`src/hw/rtl/tagged_parameter_stats_defines.svh`:
```
// Assertion helpers for the tagged parameter statistics block
`ifndef TAGGED_PARAMETER_STATS_DEFINES_SVH
`define TAGGED_PARAMETER_STATS_DEFINES_SVH

// Check that cond implies consequent in the same cycle
`define TPS_ASSERT_IMPLY(label, cond, consequent, msg) \
  label: assert property (@(posedge clk) disable iff (rst) (cond) |-> (consequent)) \
    else $error(msg);

// Check that cond implies consequent in the next cycle
`define TPS_ASSERT_NEXT(label, cond, consequent, msg) \
  label: assert property (@(posedge clk) disable iff (rst) (cond) |=> (consequent)) \
    else $error(msg);

`endif

```
`src/hw/rtl/tps_pkg.sv`:
```
package tps_pkg;

  localparam int unsigned WordWidth  = 16;
  localparam int unsigned CountWidth = 32;
  localparam int unsigned CfgIdxWidth = 2;

  // Register indexes of the configuration port
  localparam logic [CfgIdxWidth-1:0] REG_SEARCH_TAG  = 2'd0;
  localparam logic [CfgIdxWidth-1:0] REG_WINDOW_LOW  = 2'd1;
  localparam logic [CfgIdxWidth-1:0] REG_WINDOW_HIGH = 2'd2;

  // Reset values and stream codes
  localparam logic [WordWidth-1:0] END_MARKER       = 16'hFFFF;
  localparam logic [WordWidth-1:0] SEARCH_TAG_RST   = 16'h8001;
  localparam logic [WordWidth-1:0] WINDOW_LOW_RST   = 16'd1;
  localparam logic [WordWidth-1:0] WINDOW_HIGH_RST  = 16'd8191;
  localparam logic [WordWidth-1:0] MIN_TRACKER_RST  = 16'hFFFF;
  localparam logic [WordWidth-1:0] MAX_TRACKER_RST  = 16'h0000;

  typedef struct packed {
    logic [WordWidth-1:0] search_tag;
    logic [WordWidth-1:0] window_low;
    logic [WordWidth-1:0] window_high;
  } cfg_t;

  typedef struct packed {
    logic [WordWidth-1:0] tag_word;
    logic [WordWidth-1:0] value_word;
  } pair_t;

  // Handshake from the input register to the statistics stage
  typedef struct packed {
    logic valid;
  } stage_ctl_t;

endpackage

```
`src/hw/rtl/tps_cfg_regs.sv`:
```
module tps_cfg_regs (
  input  logic                               clk,
  input  logic                               rst,
  input  logic                               cfg_we,
  input  logic [tps_pkg::CfgIdxWidth-1:0]    cfg_index,
  input  logic [tps_pkg::WordWidth-1:0]      cfg_data,
  output tps_pkg::cfg_t                      cfg
);
  import tps_pkg::*;

  // Write one register per enabled cycle; unknown indexes are dropped
  always_ff @(posedge clk) begin
    if (rst) begin
      cfg.search_tag  <= SEARCH_TAG_RST;
      cfg.window_low  <= WINDOW_LOW_RST;
      cfg.window_high <= WINDOW_HIGH_RST;
    end else if (cfg_we) begin
      unique case (cfg_index)
        REG_SEARCH_TAG:  cfg.search_tag  <= cfg_data;
        REG_WINDOW_LOW:  cfg.window_low  <= cfg_data;
        REG_WINDOW_HIGH: cfg.window_high <= cfg_data;
        default: ;
      endcase
    end
  end

endmodule

```
`src/hw/rtl/tps_input_stage.sv`:
```
module tps_input_stage (
  input  logic                          clk,
  input  logic                          rst,
  input  logic                          in_valid,
  output logic                          in_stall,
  input  logic [tps_pkg::WordWidth-1:0] tag_word,
  input  logic [tps_pkg::WordWidth-1:0] value_word,
  input  logic                          stage_ready,
  output tps_pkg::stage_ctl_t           ctl,
  output tps_pkg::pair_t                pair
);
  import tps_pkg::*;

  logic held_valid;

  // Stall only while a word is held and the next stage cannot take it
  assign in_stall  = held_valid && !stage_ready;
  assign ctl.valid = held_valid;

  // Hold the valid flag
  always_ff @(posedge clk) begin
    if (rst) begin
      held_valid <= 1'b0;
    end else if (!in_stall) begin
      held_valid <= in_valid;
    end
  end

  // Capture the word pair
  always_ff @(posedge clk) begin
    if (!in_stall && in_valid) begin
      pair.tag_word   <= tag_word;
      pair.value_word <= value_word;
    end
  end

endmodule

```
`src/hw/rtl/tps_stats_core.sv`:
```
module tps_stats_core (
  input  logic                           clk,
  input  logic                           rst,
  input  tps_pkg::cfg_t                  cfg,
  input  tps_pkg::stage_ctl_t            ctl,
  input  tps_pkg::pair_t                 pair,
  output logic                           stage_ready,
  output logic                           out_valid,
  input  logic                           out_stall,
  output logic [tps_pkg::CountWidth-1:0] event_total,
  output logic [tps_pkg::CountWidth-1:0] match_total,
  output logic [tps_pkg::CountWidth-1:0] in_window_total,
  output logic [tps_pkg::WordWidth-1:0]  lowest_value,
  output logic [tps_pkg::WordWidth-1:0]  highest_value
);
  import tps_pkg::*;

  logic                  advance;
  logic                  is_marker;
  logic                  is_match;
  logic                  in_window;
  logic [CountWidth-1:0] event_next;
  logic [CountWidth-1:0] match_next;
  logic [CountWidth-1:0] window_next;
  logic [WordWidth-1:0]  lowest_next;
  logic [WordWidth-1:0]  highest_next;

  // The statistics registers double as the result register
  assign stage_ready = !out_valid || !out_stall;
  assign advance     = ctl.valid && stage_ready;

  // Classify the held pair
  assign is_marker = (pair.tag_word == END_MARKER);
  assign is_match  = (pair.tag_word == cfg.search_tag);
  assign in_window = (pair.value_word >= cfg.window_low) &&
                     (pair.value_word <= cfg.window_high);

  // Compute the updated totals
  always_comb begin
    event_next   = event_total;
    match_next   = match_total;
    window_next  = in_window_total;
    lowest_next  = lowest_value;
    highest_next = highest_value;
    if (is_marker) begin
      event_next = event_total + 32'd1;
    end
    if (is_match) begin
      match_next = match_total + 32'd1;
      if (in_window) begin
        window_next = in_window_total + 32'd1;
      end
      if (pair.value_word < lowest_value) begin
        lowest_next = pair.value_word;
      end
      if (pair.value_word > highest_value) begin
        highest_next = pair.value_word;
      end
    end
  end

  // Advance the totals and the result valid flag
  always_ff @(posedge clk) begin
    if (rst) begin
      out_valid       <= 1'b0;
      event_total     <= '0;
      match_total     <= '0;
      in_window_total <= '0;
      lowest_value    <= MIN_TRACKER_RST;
      highest_value   <= MAX_TRACKER_RST;
    end else begin
      if (stage_ready) begin
        out_valid <= ctl.valid;
      end
      if (advance) begin
        event_total     <= event_next;
        match_total     <= match_next;
        in_window_total <= window_next;
        lowest_value    <= lowest_next;
        highest_value   <= highest_next;
      end
    end
  end

endmodule

```
`src/hw/rtl/tagged_parameter_stats.sv`:
```
// Channel   Direction  Handshake            Payload
// input     in         in_valid / in_stall  tag_word, value_word
// result    out        out_valid/out_stall  event_total .. highest_value
// config    in         cfg_we               cfg_index, cfg_data
//
// One word pair per cycle sustained while the result is not stalled; a result
// becomes valid once its pair has passed the input register (loaded at the
// accepting edge) and then the statistics register.
// The statistics registers are the result register, so totals are updated
// only when the previous result has been taken or none is pending.
// Reset (rst, synchronous) clears counters, sets the minimum to 65535, the
// maximum to 0, and loads the register defaults; no clearing pass.
// in_stall rises only while a word is held and the result is stalled.
module tagged_parameter_stats (
  input  logic                             clk,
  input  logic                             rst,
  input  logic                             in_valid,
  output logic                             in_stall,
  input  logic [tps_pkg::WordWidth-1:0]    tag_word,
  input  logic [tps_pkg::WordWidth-1:0]    value_word,
  output logic                             out_valid,
  input  logic                             out_stall,
  output logic [tps_pkg::CountWidth-1:0]   event_total,
  output logic [tps_pkg::CountWidth-1:0]   match_total,
  output logic [tps_pkg::CountWidth-1:0]   in_window_total,
  output logic [tps_pkg::WordWidth-1:0]    lowest_value,
  output logic [tps_pkg::WordWidth-1:0]    highest_value,
  input  logic                             cfg_we,
  input  logic [tps_pkg::CfgIdxWidth-1:0]  cfg_index,
  input  logic [tps_pkg::WordWidth-1:0]    cfg_data
);
  import tps_pkg::*;

  `include "tagged_parameter_stats_defines.svh"

  cfg_t       cfg;
  stage_ctl_t ctl;
  pair_t      pair;
  logic       stage_ready;

  tps_cfg_regs u_cfg_regs (
    .clk       (clk),
    .rst       (rst),
    .cfg_we    (cfg_we),
    .cfg_index (cfg_index),
    .cfg_data  (cfg_data),
    .cfg       (cfg)
  );

  tps_input_stage u_input_stage (
    .clk         (clk),
    .rst         (rst),
    .in_valid    (in_valid),
    .in_stall    (in_stall),
    .tag_word    (tag_word),
    .value_word  (value_word),
    .stage_ready (stage_ready),
    .ctl         (ctl),
    .pair        (pair)
  );

  tps_stats_core u_stats_core (
    .clk             (clk),
    .rst             (rst),
    .cfg             (cfg),
    .ctl             (ctl),
    .pair            (pair),
    .stage_ready     (stage_ready),
    .out_valid       (out_valid),
    .out_stall       (out_stall),
    .event_total     (event_total),
    .match_total     (match_total),
    .in_window_total (in_window_total),
    .lowest_value    (lowest_value),
    .highest_value   (highest_value)
  );

  // Input backs up only behind a stalled, pending result
  `TPS_ASSERT_IMPLY(a_stall_cause, in_stall, out_valid && out_stall, "input stalled without result stall")
  // Once anything matched, the minimum cannot exceed the maximum
  `TPS_ASSERT_IMPLY(a_min_le_max, match_total != '0, lowest_value <= highest_value, "minimum above maximum")
  // The window count moves only together with the match count
  `TPS_ASSERT_IMPLY(a_window_with_match, !$stable(in_window_total), !$stable(match_total), "window count moved alone")

endmodule
```
`config.mk`:
```
export PLATFORM = sky130hd
export DESIGN_NAME = tagged_parameter_stats
export DESIGN_NICKNAME = d
export VERILOG_FILES = /design/src/hw/rtl/tps_pkg.sv /design/src/hw/rtl/tps_cfg_regs.sv /design/src/hw/rtl/tps_input_stage.sv /design/src/hw/rtl/tps_stats_core.sv /design/src/hw/rtl/tagged_parameter_stats.sv
export VERILOG_INCLUDE_DIRS = /design/src /design/src/hw/rtl
export SDC_FILE = /design/constraint.sdc
export NUM_CORES = 1
export LEC_CHECK = 0
export ABC_AREA = 1
export BUFFER_PORTS_ARGS = -buffer_cell sky130_fd_sc_hd__buf_2
export CAP_MARGIN = 20
export CELL_PAD_IN_SITES_DETAIL_PLACEMENT = 0
export CELL_PAD_IN_SITES_GLOBAL_PLACEMENT = 1
export CORE_MARGIN = 3
export CORE_UTILIZATION = 30
export CTS_CLUSTER_DIAMETER = 30
export DETAILED_ROUTE_END_ITERATION = 8
export MAX_ROUTING_LAYER = met4
export PLACE_DENSITY_LB_ADDON = 0.3
export SKIP_LAST_GASP = 1
export SYNTH_ARGS = -nofsm -noshare
export SYNTH_HDL_FRONTEND = slang
export SYNTH_HIERARCHICAL = 1
export SYNTH_SLANG_ARGS = --single-unit
```
`constraint.sdc`:
```
create_clock -name clk -period 4 [get_ports clk]
set_input_delay 0.2 -clock clk [delete_from_list [all_inputs] [get_ports clk]]
set_output_delay 0.2 -clock clk [all_outputs]
set_load 0.03 [all_outputs]
```
==> results.py, run 1 <==
metrics = {
    "status": {
        "outcome": "finished clean",
    },
    "routing": {
        "drt_pre_antenna_iters": 5,
        "routedWlPerCell_um": 15.0,
        "dr.max_layer_used": "met4",
        "route.detailed.drc": 0,
        "vias": 12100,
        "ant_nets": 0,
        "drt_iter0_drc": 698,
        "wl_met2_um": 17800,
        "wl_met3_um": 1600,
        "routed_wl_um": 39300,
        "viasPerCell": 4.65,
        "wl_met1_um": 19000,
    },
    "clocking": {
        "cts_inserted_buffers": 60,
        "cts-root-buf": "clkbuf_16",
        "h-tree-depth": 2,
        "postCtsSetupRepairBufs": 0,
        "cts.sinks": 210,
        "clk_pin_slew_ns": 0.05,
        "holdBufCountCts": 51,
        "cts_resized": 0,
        "cts_tree": "built",
        "clock_path_buffers": 3,
        "clk_latency_ns": 0.59,
    },
    "power_and_ir_drop": {
        "switching_share_pct": 23.2,
        "p_int_mw": 5.74,
        "clockPowerShare_pct": 64.6,
        "power.leakage_nw": 7.23,
        "p_switching_mw": 1.73,
        "peakVddDrop_uv": 302,
        "p_comb_share_pct": 5.3,
        "pwr-share-seq_pct": 30.1,
        "power_density_mw_per_mm2": 464,
    },
    "place": {
        "dpl.hpwl_um": 28600,
        "io_buffers": 184,
        "gp_congestion": 0.895,
        "numPlacedInstances": 2443,
    },
    "logic_synthesis": {
        "syn-num-nets": 1909,
        "async_reset_ff_share_pct": 0,
        "synth_area_leader_cell": "dfxtp_1",
        "ys_top_cells_by_area": "dfxtp_1 29%, nand2_1 16%, edfxtp_1 7.9%",
        "seq_area_frac_synth_pct": 37.2,
        "ys_seq_elements": 210,
        "post_synth.cell_area_avg_um2": 6.80,
        "yosysMostFrequentCell": "nand2_1",
        "yosys_warnings": 6,
        "synth_edf_count": 32,
        "synth_cell_types": 39,
        "synth_commonest_cells": "506 x nand2_1, 254 x nor2_1, 214 x inv_1, 178 x dfxtp_1, 122 x a21oi_1",
        "synth_top_area_share_pct": 29.3,
        "syn-cell-area_mm2": 0.0122,
        "syn_inst": 1788,
        "synthFlopType": "dfxtp_1",
    },
    "sta": {
        "tns_ns": 0,
        "tightest_slew_ns": 0.988,
        "finalCritPeriodShare_pct": 65.7,
        "finalSetupViolations": 0,
        "finalClockSkew_ns": 0.0193,
        "rsz0062_at_grt": "no",
        "slew_viol_final": 0,
        "slew_headroom_pct": 33.5,
        "finalHoldViolCount": 0,
        "max_freq_mhz": 381,
        "fin_crit_ns": 2.63,
    },
    "floorplan": {
        "die_y_um": 207,
        "rows": 73,
        "core_area_mm2": 0.0399,
        "die_w_um": 207,
        "io-pin-count": 185,
        "start_util_pct": 30.5,
        "die_area_mm2": 0.0430,
    },
    "worst_setup_path": {
        "path_class": "flip-flop to flip-flop",
        "critPathMaxFanout": 37,
        "cp-start-kind": "flip-flop",
        "crit_path_end_kind": "flip-flop",
        "required_ns": 4.42,
        "crit_arrival_ns": 3.05,
    },
    "global_route": {
        "grt_pass1_vias": 11500,
        "grt_max_degree": 74,
        "grt_pass1_wl_um": 62500,
        "overflow": 0,
        "antenna_found_initial": 0,
        "grt_usage_pct": 18.3,
    },
    "finish": {
        "fill_cells": 4138,
        "drive_gt1_share_pct": 15.6,
        "antenna_cells": 0,
        "area_growth_pct": 32.4,
        "fin_nets": 2153,
        "final_cells": 2609,
    },
    "flow_run": {
        "maxCapViolCount": 0,
    },
    "hold_path": {
        "hp-class": "primary input to flip-flop",
    },
}
flip-flops by register name, indices dropped and copies added, names as in the netlist:
name	flops
u_stats_core/highest_value	16
u_stats_core/lowest_value	16
u_stats_core/out_valid	1
u_stats_core/in_window_total	32
u_stats_core/match_total	32
u_cfg_regs/cfg	48
u_stats_core/event_total	32
u_input_stage/pair	32
u_input_stage/ctl	1
metal layers:
layer / vias to the layer above / track usage (%)
met5: - / -
met4: 0 / 5.45
met3: 62 / 3.31
met2: 254 / 28.9
met1: 5559 / 24.0
li1: 6264 / -
path summary, 6_finish.rpt:
path                                    startpoint                          endpoint  slack (ns)  cells after the start
worst min-delay path                  cfg_index[1]                 u_cfg_regs/cfg[0]        0.12                      3
worst min register to register   u_cfg_regs/cfg[8]                 u_cfg_regs/cfg[8]        0.45                      2
worst max register to register  u_cfg_regs/cfg[37]  u_stats_core/in_window_total[29]        1.37                     11
worst max-delay path            u_cfg_regs/cfg[37]  u_stats_core/in_window_total[29]        1.37                     11
cell families (layout without fill, tap and decap cells):
kind of cell,count (synthesis),after routing,synth area share (%)
AND/OR/NAND/NOR,1007,1007,35.6
AO/OA/AOI/OAI,167,167,7.09
flip-flops,210,210,37.2
adder cells (fa/ha/maj),66,66,6.79
XOR/XNOR,52,52,3.75
buffers and inverters,286,582,9.59
critical path: stages, from the launching register on:
cell and delay (ns):
dfxtp_1 0.39, inv_1 0.06, nand2_1 0.06, nand2_1 0.07, nor2_1 0.17, nand2_1 0.08
nor2_2 0.13, nand2_2 0.10, nor2_8 0.50, nand3_2 0.60, nand2_1 0.21, a21oi_1 0.09
power groups by stage:
stage | logic [mW] | registers [mW] | clock network (mW)
detailed placement | 0.356 | 2.29 | 0
finish | 0.392 | 2.25 | 4.83
CTS | 0.396 | 2.25 | 4.94
floorplan | 0.253 | 2.27 | 0
global placement | 0.352 | 2.29 | 0
global route | 0.455 | 2.25 | 5.06
stage by stage:
stage	instance area [um2]	hold slack, ns	util [%]	setup WS, ns	power [mW]
finish	16100	0.121	40.3	1.37	7.47
global route	16100	0.120	40.3	1.14	7.77
global placement	13500	0.378	33.8	1.43	2.64
CTS	16100	0.0745	40.3	1.36	7.58
detailed placement	13500	0.378	33.8	1.39	2.64
floorplan	12200	0.269	-	1.48	2.52
cells in the final DEF, fill, tap and decap left out, types with 35 or more instances in the layout:
master | Yosys | final
o21ai_0 | 35 | 35
nand3_1 | 91 | 91
nor3_1 | 35 | 35
inv_1 | 214 | 213
nand4_1 | 86 | 86
dfxtp_1 | 178 | 178
buf_2 | 19 | 185
nor2_1 | 254 | 253
a21oi_1 | 122 | 122
dlygate4sd3_1 | 0 | 51
clkbuf_16 | 0 | 61
ha_1 | 66 | 66
nand2_1 | 506 | 506
cell type report:
class	count	area, um2	area share [%]
well taps	525	657	4.08
repair buffers	244	1500	9.29
inverters	224	842	5.23
clock buffers	77	1640	10.2
clock inverters	37	468	2.91
multi-input cells	1292	6480	40.2
flip-flops and latches	210	4520	28.1
(Power assumes the default switching activity.)
==> run 2, diff against run 1 <==
==> constraint.sdc (replaced) <==
create_clock -name clk -period 2.7 [get_ports clk]
set_input_delay 0.135 -clock clk [delete_from_list [all_inputs] [get_ports clk]]
set_output_delay 0.135 -clock clk [all_outputs]
set_load 0.03 [all_outputs]
==> run 2 against run 1 <==
Against the previous run: worst setup slack got worse by 0.89 ns; sequential cell count did not move; total power rose by 56%; die area did not move; sequential share of layout area fell by 0.49 points; cell count rose by 0.50%; via count rose by 0.56%; cell area rose by 1.8%; clock skew fell by 0.0069 ns; sequential power rose by 48%.
==> results.py, run 2 (synthesis results as in run 1) <==
metrics = {
    "clocking": {
        "clk_pin_slew_ns": 0.04,
        "cts_inserted_buffers": 66,
        "cts-root-buf": "clkbuf_16",
        "postCtsSetupRepairBufs": 0,
        "clock_path_buffers": 3,
        "cts_tree": "built",
        "h-tree-depth": 3,
        "cts.sinks": 210,
        "clk_latency_ns": 0.55,
    },
    "finish": {
        "fill_cells": 4095,
        "multi_input_area_mm2": 0.00648,
        "regArea_mm2": 0.00452,
        "final_cell_mix": "506 x nand2_1, 253 x nor2_1, 213 x inv_1",
        "antenna_cells": 0,
        "area_growth_pct": 34.7,
        "regMostFlops": "u_cfg_regs/cfg",
        "largest_reg_flops": 48,
        "drive_gt1_share_pct": 16.1,
        "fin_nets": 2171,
        "final_common_cell": "nand2_1",
    },
    "place": {
        "dpl.hpwl_um": 28900,
        "gp_congestion": 0.889,
        "io_buffers": 184,
        "pre_cts_ws_ns": 0.440,
    },
    "sta": {
        "tns_ns": 0,
        "finalSetupViolations": 0,
        "rsz0062_at_grt": "no",
        "slew_headroom_pct": 55.8,
        "finalCritPeriodShare_pct": 82.0,
        "slew_viol_final": 0,
        "finalHoldViolCount": 0,
        "setup_slack_ns": 0.485,
        "tightest_slew_ns": 0.661,
        "fin_crit_ns": 2.21,
        "finalClockSkew_ns": 0.0123,
        "max_freq_mhz": 452,
    },
    "hold_path": {
        "hp-class": "primary input to flip-flop",
    },
    "worst_setup_path": {
        "cpLargestDelayFamily": "simple AND/OR/NAND/NOR gates",
        "rrSetupSlack_ns": 0.49,
        "slowest_stage": "edfxtp_1",
        "cp.buffers_inverters": 1,
        "crit_arrival_ns": 2.67,
        "crit_chain": "ha_1 -> nand2_1 -> nand2_1 -> nand2_1 -> nand3_1 -> nand2_1 -> nand2_1 -> nand2_1 -> nand2_1 -> nand3_2 -> buf_4 -> nand2_1 -> a21oi_1",
        "path_class": "flip-flop to flip-flop",
        "critPathMaxFanout": 23,
        "cp-start-kind": "flip-flop",
        "cpPeakStageDelay_ns": 0.51,
        "path_common_cell": "nand2_1",
        "crit_path_end_kind": "flip-flop",
        "required_ns": 3.16,
    },
    "floorplan": {
        "die_y_um": 207,
        "start_util_pct": 30.5,
        "io-pin-count": 185,
        "rows": 73,
        "die_w_um": 207,
        "die_area_mm2": 0.0430,
        "core_area_mm2": 0.0399,
    },
    "global_route": {
        "grt_use_met2_pct": 29.1,
        "antenna_found_initial": 0,
        "grt_busiest_layer": "met2",
        "grt_max_degree": 73,
        "grt_usage_pct": 18.7,
        "grt_pass1_wl_um": 64000,
        "overflow": 0,
        "grt_pass1_vias": 11800,
        "grt_util_met1_pct": 24.3,
        "met3_usage_pct": 3.73,
    },
    "routing": {
        "routed_wl_um": 39900,
        "ant_nets": 0,
        "drt_iter0_drc": 799,
        "route.detailed.drc": 0,
        "routedWlPerCell_um": 15.2,
        "viasPerCell": 4.66,
        "drt_pre_antenna_iters": 7,
        "vias": 12200,
    },
    "power_and_ir_drop": {
        "peakVddDrop_uv": 400,
        "power_density_mw_per_mm2": 710,
        "power.leakage_nw": 7.44,
    },
    "status": {
        "outcome": "finished clean",
    },
    "flow_run": {
        "maxCapViolCount": 0,
    },
}
run 2: routing by layer:
layer	share of wire [%]	routed length [um]
met5	0	0
met4	3.2	1290
met3	4.5	1790
met2	45	18000
met1	47	18900
run 2: per-stage QoR:
step                cells  hold slack [ns]  util (%)  total power [mW]  instance area [um2]
floorplan            1788            0.204         -              3.74                12200
global placement     2454            0.313      34.1              3.93                13600
detailed placement   2454            0.313      34.1              3.94                13600
CTS                  2621           0.0531      41.0              11.8                16400
global route         2622           0.0928      41.0              12.1                16400
finish               2622           0.0929      41.0              11.6                16400
run 2: timing repair:
action / in CTS / in global routing
endpoints found under the hold margin: 82 / 0
resized for setup: 0 / 0
hold buffers: 52 / 0
setup endpoints to repair: 0 / 0
run 2: area by class of cell:
cell class	instances	share of cell area [%]
flip-flops and latches	210	27.6
clock inverters	25	1.92
repair buffers	256	10.0
inverters	224	5.14
clock buffers	90	11.8
multi-input cells	1292	39.5
well taps	525	4.01
run 2: worst paths after layout:
check,from,endpoint,cells past startpoint
hold reg to reg,u_cfg_regs/cfg[12],u_cfg_regs/cfg[12],2
hold / removal,cfg_we,u_cfg_regs/cfg[7],3
setup / recovery,u_input_stage/pair[2],u_stats_core/in_window_total[25],13
setup reg to reg,u_input_stage/pair[2],u_stats_core/in_window_total[25],13
run 2: power breakdown:
group	internal, mW	leakage (nW)	total [mW]	switching (mW)
logic	0.238	4.57	0.616	0.377
clock network	5.57	1.12	7.68	2.11
registers	3.26	1.75	3.33	0.0662
total	9.07	7.44	11.6	2.55
run 2: worst reg2reg max path: stages, from the launching register on:
cell	delay (ns)
edfxtp_1	0.51
ha_1	0.35
nand2_1	0.07
nand2_1	0.04
nand2_1	0.05
nand3_1	0.10
nand2_1	0.08
nand2_1	0.06
nand2_1	0.06
nand2_1	0.17
nand3_2	0.13
buf_4	0.27
nand2_1	0.09
a21oi_1	0.15
==> run 3, diff against run 2 <==
--- a/config.mk
+++ b/config.mk
@@ -6,7 +6,7 @@
 export SDC_FILE = /design/constraint.sdc
 export NUM_CORES = 1
 export LEC_CHECK = 0
-export ABC_AREA = 1
+export ABC_AREA = 0
 export BUFFER_PORTS_ARGS = -buffer_cell sky130_fd_sc_hd__buf_2
 export CAP_MARGIN = 20
 export CELL_PAD_IN_SITES_DETAIL_PLACEMENT = 0
==> constraint.sdc (replaced) <==
create_clock -name clk -period 2.2 [get_ports clk]
set_input_delay 0.11 -clock clk [delete_from_list [all_inputs] [get_ports clk]]
set_output_delay 0.11 -clock clk [all_outputs]
set_load 0.03 [all_outputs]
==> run 3 against run 2 <==
Against the previous run: sequential share of layout area decreased by 0.062 points; cell count decreased by 22%; routed wire length decreased by 17%; via count decreased by 21%; sequential cell count unchanged; the flow now finishes with violations (negative setup slack); largest power group unchanged; maximum frequency decreased by 24%; clock power increased by 23%; synthesized cell count decreased by 36%; cell area increased by 1.7%.
==> results.py, run 3 <==
metrics = {
    "status": {
        "outcome": "complete, but fails checks",
        "violations": "negative setup slack",
    },
    "hold_path": {
        "min_from": "rst",
        "hp-class": "primary input to flip-flop",
        "hold_depth": 3,
    },
    "sta": {
        "tns_ns": -33.79,
        "finalCritPeriodShare_pct": 132,
        "tightest_slew_ns": 0.730,
        "setup_slack_ns": -0.700,
        "hold-worst-slack_ns": 0.0751,
        "rsz0062_at_grt": "yes",
        "slew_viol_final": 0,
        "finalSetupViolations": 92,
        "finalHoldViolCount": 0,
        "fin_crit_ns": 2.90,
        "slew_headroom_pct": 51.2,
        "finalClockSkew_ns": 0.0161,
        "max_freq_mhz": 345,
    },
    "logic_synthesis": {
        "synth_area_leader_cell": "dfxtp_1",
        "post_synth.cell_area_avg_um2": 9.08,
        "syn_inst": 1145,
        "yosysMostFrequentCell": "dfxtp_1",
        "synth_top_area_share_pct": 34.3,
        "yosys_warnings": 6,
        "seq_area_frac_synth_pct": 43.5,
        "synth_edf_count": 32,
        "synth_cell_types": 58,
        "synthFlopType": "dfxtp_1",
        "syn-num-nets": 1266,
        "ys_seq_elements": 210,
        "synth_commonest_cells": "178 x dfxtp_1, 101 x nor2_1, 86 x inv_1, 71 x a21oi_1, 66 x ha_1",
        "async_reset_ff_share_pct": 0,
        "ys_top_cells_by_area": "dfxtp_1 34%, edfxtp_1 9.2%, ha_1 7.9%",
        "syn-cell-area_mm2": 0.0104,
    },
    "finish": {
        "area_growth_pct": 60.2,
        "regMostFlops": "u_cfg_regs/cfg",
        "largest_reg_flops": 48,
        "final_common_cell": "buf_2",
        "final_util_pct": 49.2,
        "final_cell_mix": "183 x buf_2, 143 x dfxtp_1, 122 x buf_4",
        "drive_gt1_share_pct": 36.0,
        "fin_nets": 1674,
        "final_area_mm2": 0.0167,
    },
    "clocking": {
        "cts-root-buf": "clkbuf_16",
        "cts_tree": "built",
        "clock_path_buffers": 3,
        "cts.sinks": 210,
        "clk_latency_ns": 0.58,
        "clk_pin_slew_ns": 0.04,
        "h-tree-depth": 2,
        "cts_inserted_buffers": 59,
    },
    "global_route": {
        "grt_max_degree": 56,
        "antenna_found_initial": 1,
        "grt_pass1_wl_um": 51200,
        "grt_pass1_vias": 9762,
        "overflow": 0,
        "grt_usage_pct": 18.0,
    },
    "routing": {
        "routedWlPerCell_um": 16.1,
        "drt_iter0_drc": 383,
        "routed_wl_um": 33100,
        "viasPerCell": 4.71,
        "ant_nets": 0,
        "drt_pre_antenna_iters": 5,
        "route.detailed.drc": 0,
        "vias": 9675,
    },
    "worst_setup_path": {
        "cpPeakStageDelay_ns": 0.57,
        "crit_path_end_kind": "flip-flop",
        "critPathMaxFanout": 8,
        "setup.worst_path.start": "u_input_stage/pair[12]",
        "crit_arrival_ns": 3.41,
        "slowest_stage": "or4b_4",
        "reg2reg_depth": 11,
        "crit_chain": "buf_6 -> ha_4 -> nand4_1 -> or4b_4 -> nor3_4 -> buf_4 -> o211ai_1 -> clkbuf_16 -> buf_8 -> or3_4 -> a21oi_2",
        "required_ns": 2.71,
        "cp-start-kind": "flip-flop",
        "reg2reg_from": "u_input_stage/pair[12]",
        "path_class": "flip-flop to flip-flop",
    },
    "floorplan": {
        "core_area_mm2": 0.0339,
        "die_w_um": 192,
        "rows": 67,
        "die_area_mm2": 0.0369,
        "die_y_um": 192,
        "io-pin-count": 185,
        "start_util_pct": 30.7,
    },
    "place": {
        "io_buffers": 184,
        "dpl.hpwl_um": 23200,
        "gp_congestion": 0.793,
        "dpl_cell_area_mm2": 0.0131,
    },
    "power_and_ir_drop": {
        "power_density_mw_per_mm2": 848,
        "power.leakage_nw": 7.39,
        "power_mw": 14.1,
        "peakVddDrop_uv": 763,
    },
    "flow_run": {
        "maxCapViolCount": 0,
    },
}
run 3: critical path: cells and delay by family (launching register included):
| family | cells | cell delay [ns] |
|---|---|---|
| AO/OA/AOI/OAI | 2 | 0.24 |
| adder cells (fa/ha/maj) | 1 | 0.25 |
| buffers and inverters | 4 | 0.63 |
| flip-flops | 1 | 0.42 |
| AND/OR/NAND/NOR | 4 | 1.29 |
run 3: metal layers:
layer | GRT usage, % | vias up | wire (um)
met2 | 29.2 | 198 | 15800
li1 | - | 4886 | -
met1 | 22.4 | 4545 | 15100
met3 | 4.40 | 46 | 1630
met5 | - | - | 0
met4 | 5.07 | 0 | 582
run 3: repair_timing:
| item | 4_1_cts | 5_1_grt |
|---|---|---|
| hold buffers | 50 | 0 |
| resized for setup | 49 | 69 |
| pin swaps | 20 | 62 |
| cloned | 5 | 2 |
| endpoints found under the setup margin | 92 | 112 |
| endpoints found under the hold margin | 82 | 0 |
| setup buffers | 12 | 11 |
run 3: path summary, 6_finish.rpt:
kind,endpoint,slack (ns)
worst max-delay path,u_stats_core/in_window_total[6],-0.70
worst min-delay path,u_cfg_regs/cfg[12],0.08
worst max register to register,u_stats_core/in_window_total[6],-0.70
worst min register to register,u_cfg_regs/cfg[21],0.47
run 3: kinds of logic after synthesis:
family,share of synthesized area [%]
compound gates,10.3
xor+xnor,4.63
fa+ha+maj,7.94
buf+inv,5.33
flops,43.5
mux,6.26
simple gates,22.1
run 3: power breakdown:
group | switching (mW) | leakage [nW] | total (mW) | internal [mW]
clock | 2.51 | 1.10 | 9.41 | 6.89
combinational | 0.341 | 4.52 | 0.694 | 0.353
sequential | 0.0471 | 1.77 | 4.02 | 3.98
run 3: per-stage QoR:
| step | instances | setup WS [ns] |
|---|---|---|
| 2_1_floorplan | 1145 | -0.504 |
| 3_3_place_gp | 1863 | -0.703 |
| 3_5_place_dp | 1863 | -0.753 |
| 4_1_cts | 2042 | -0.590 |
| 5_1_grt | 2053 | -0.819 |
| 6_report | 2053 | -0.700 |
run 3: final cells by class:
class | count | area, um2
well taps | 448 | 561
repair buffers | 396 | 2990
inverters | 87 | 327
fillers | 3209 | 17200
multi-input cells | 799 | 5960
diodes | 1 | 2.50
clock buffers | 85 | 1800
clock inverters | 27 | 432
flip-flops and latches | 210 | 4590
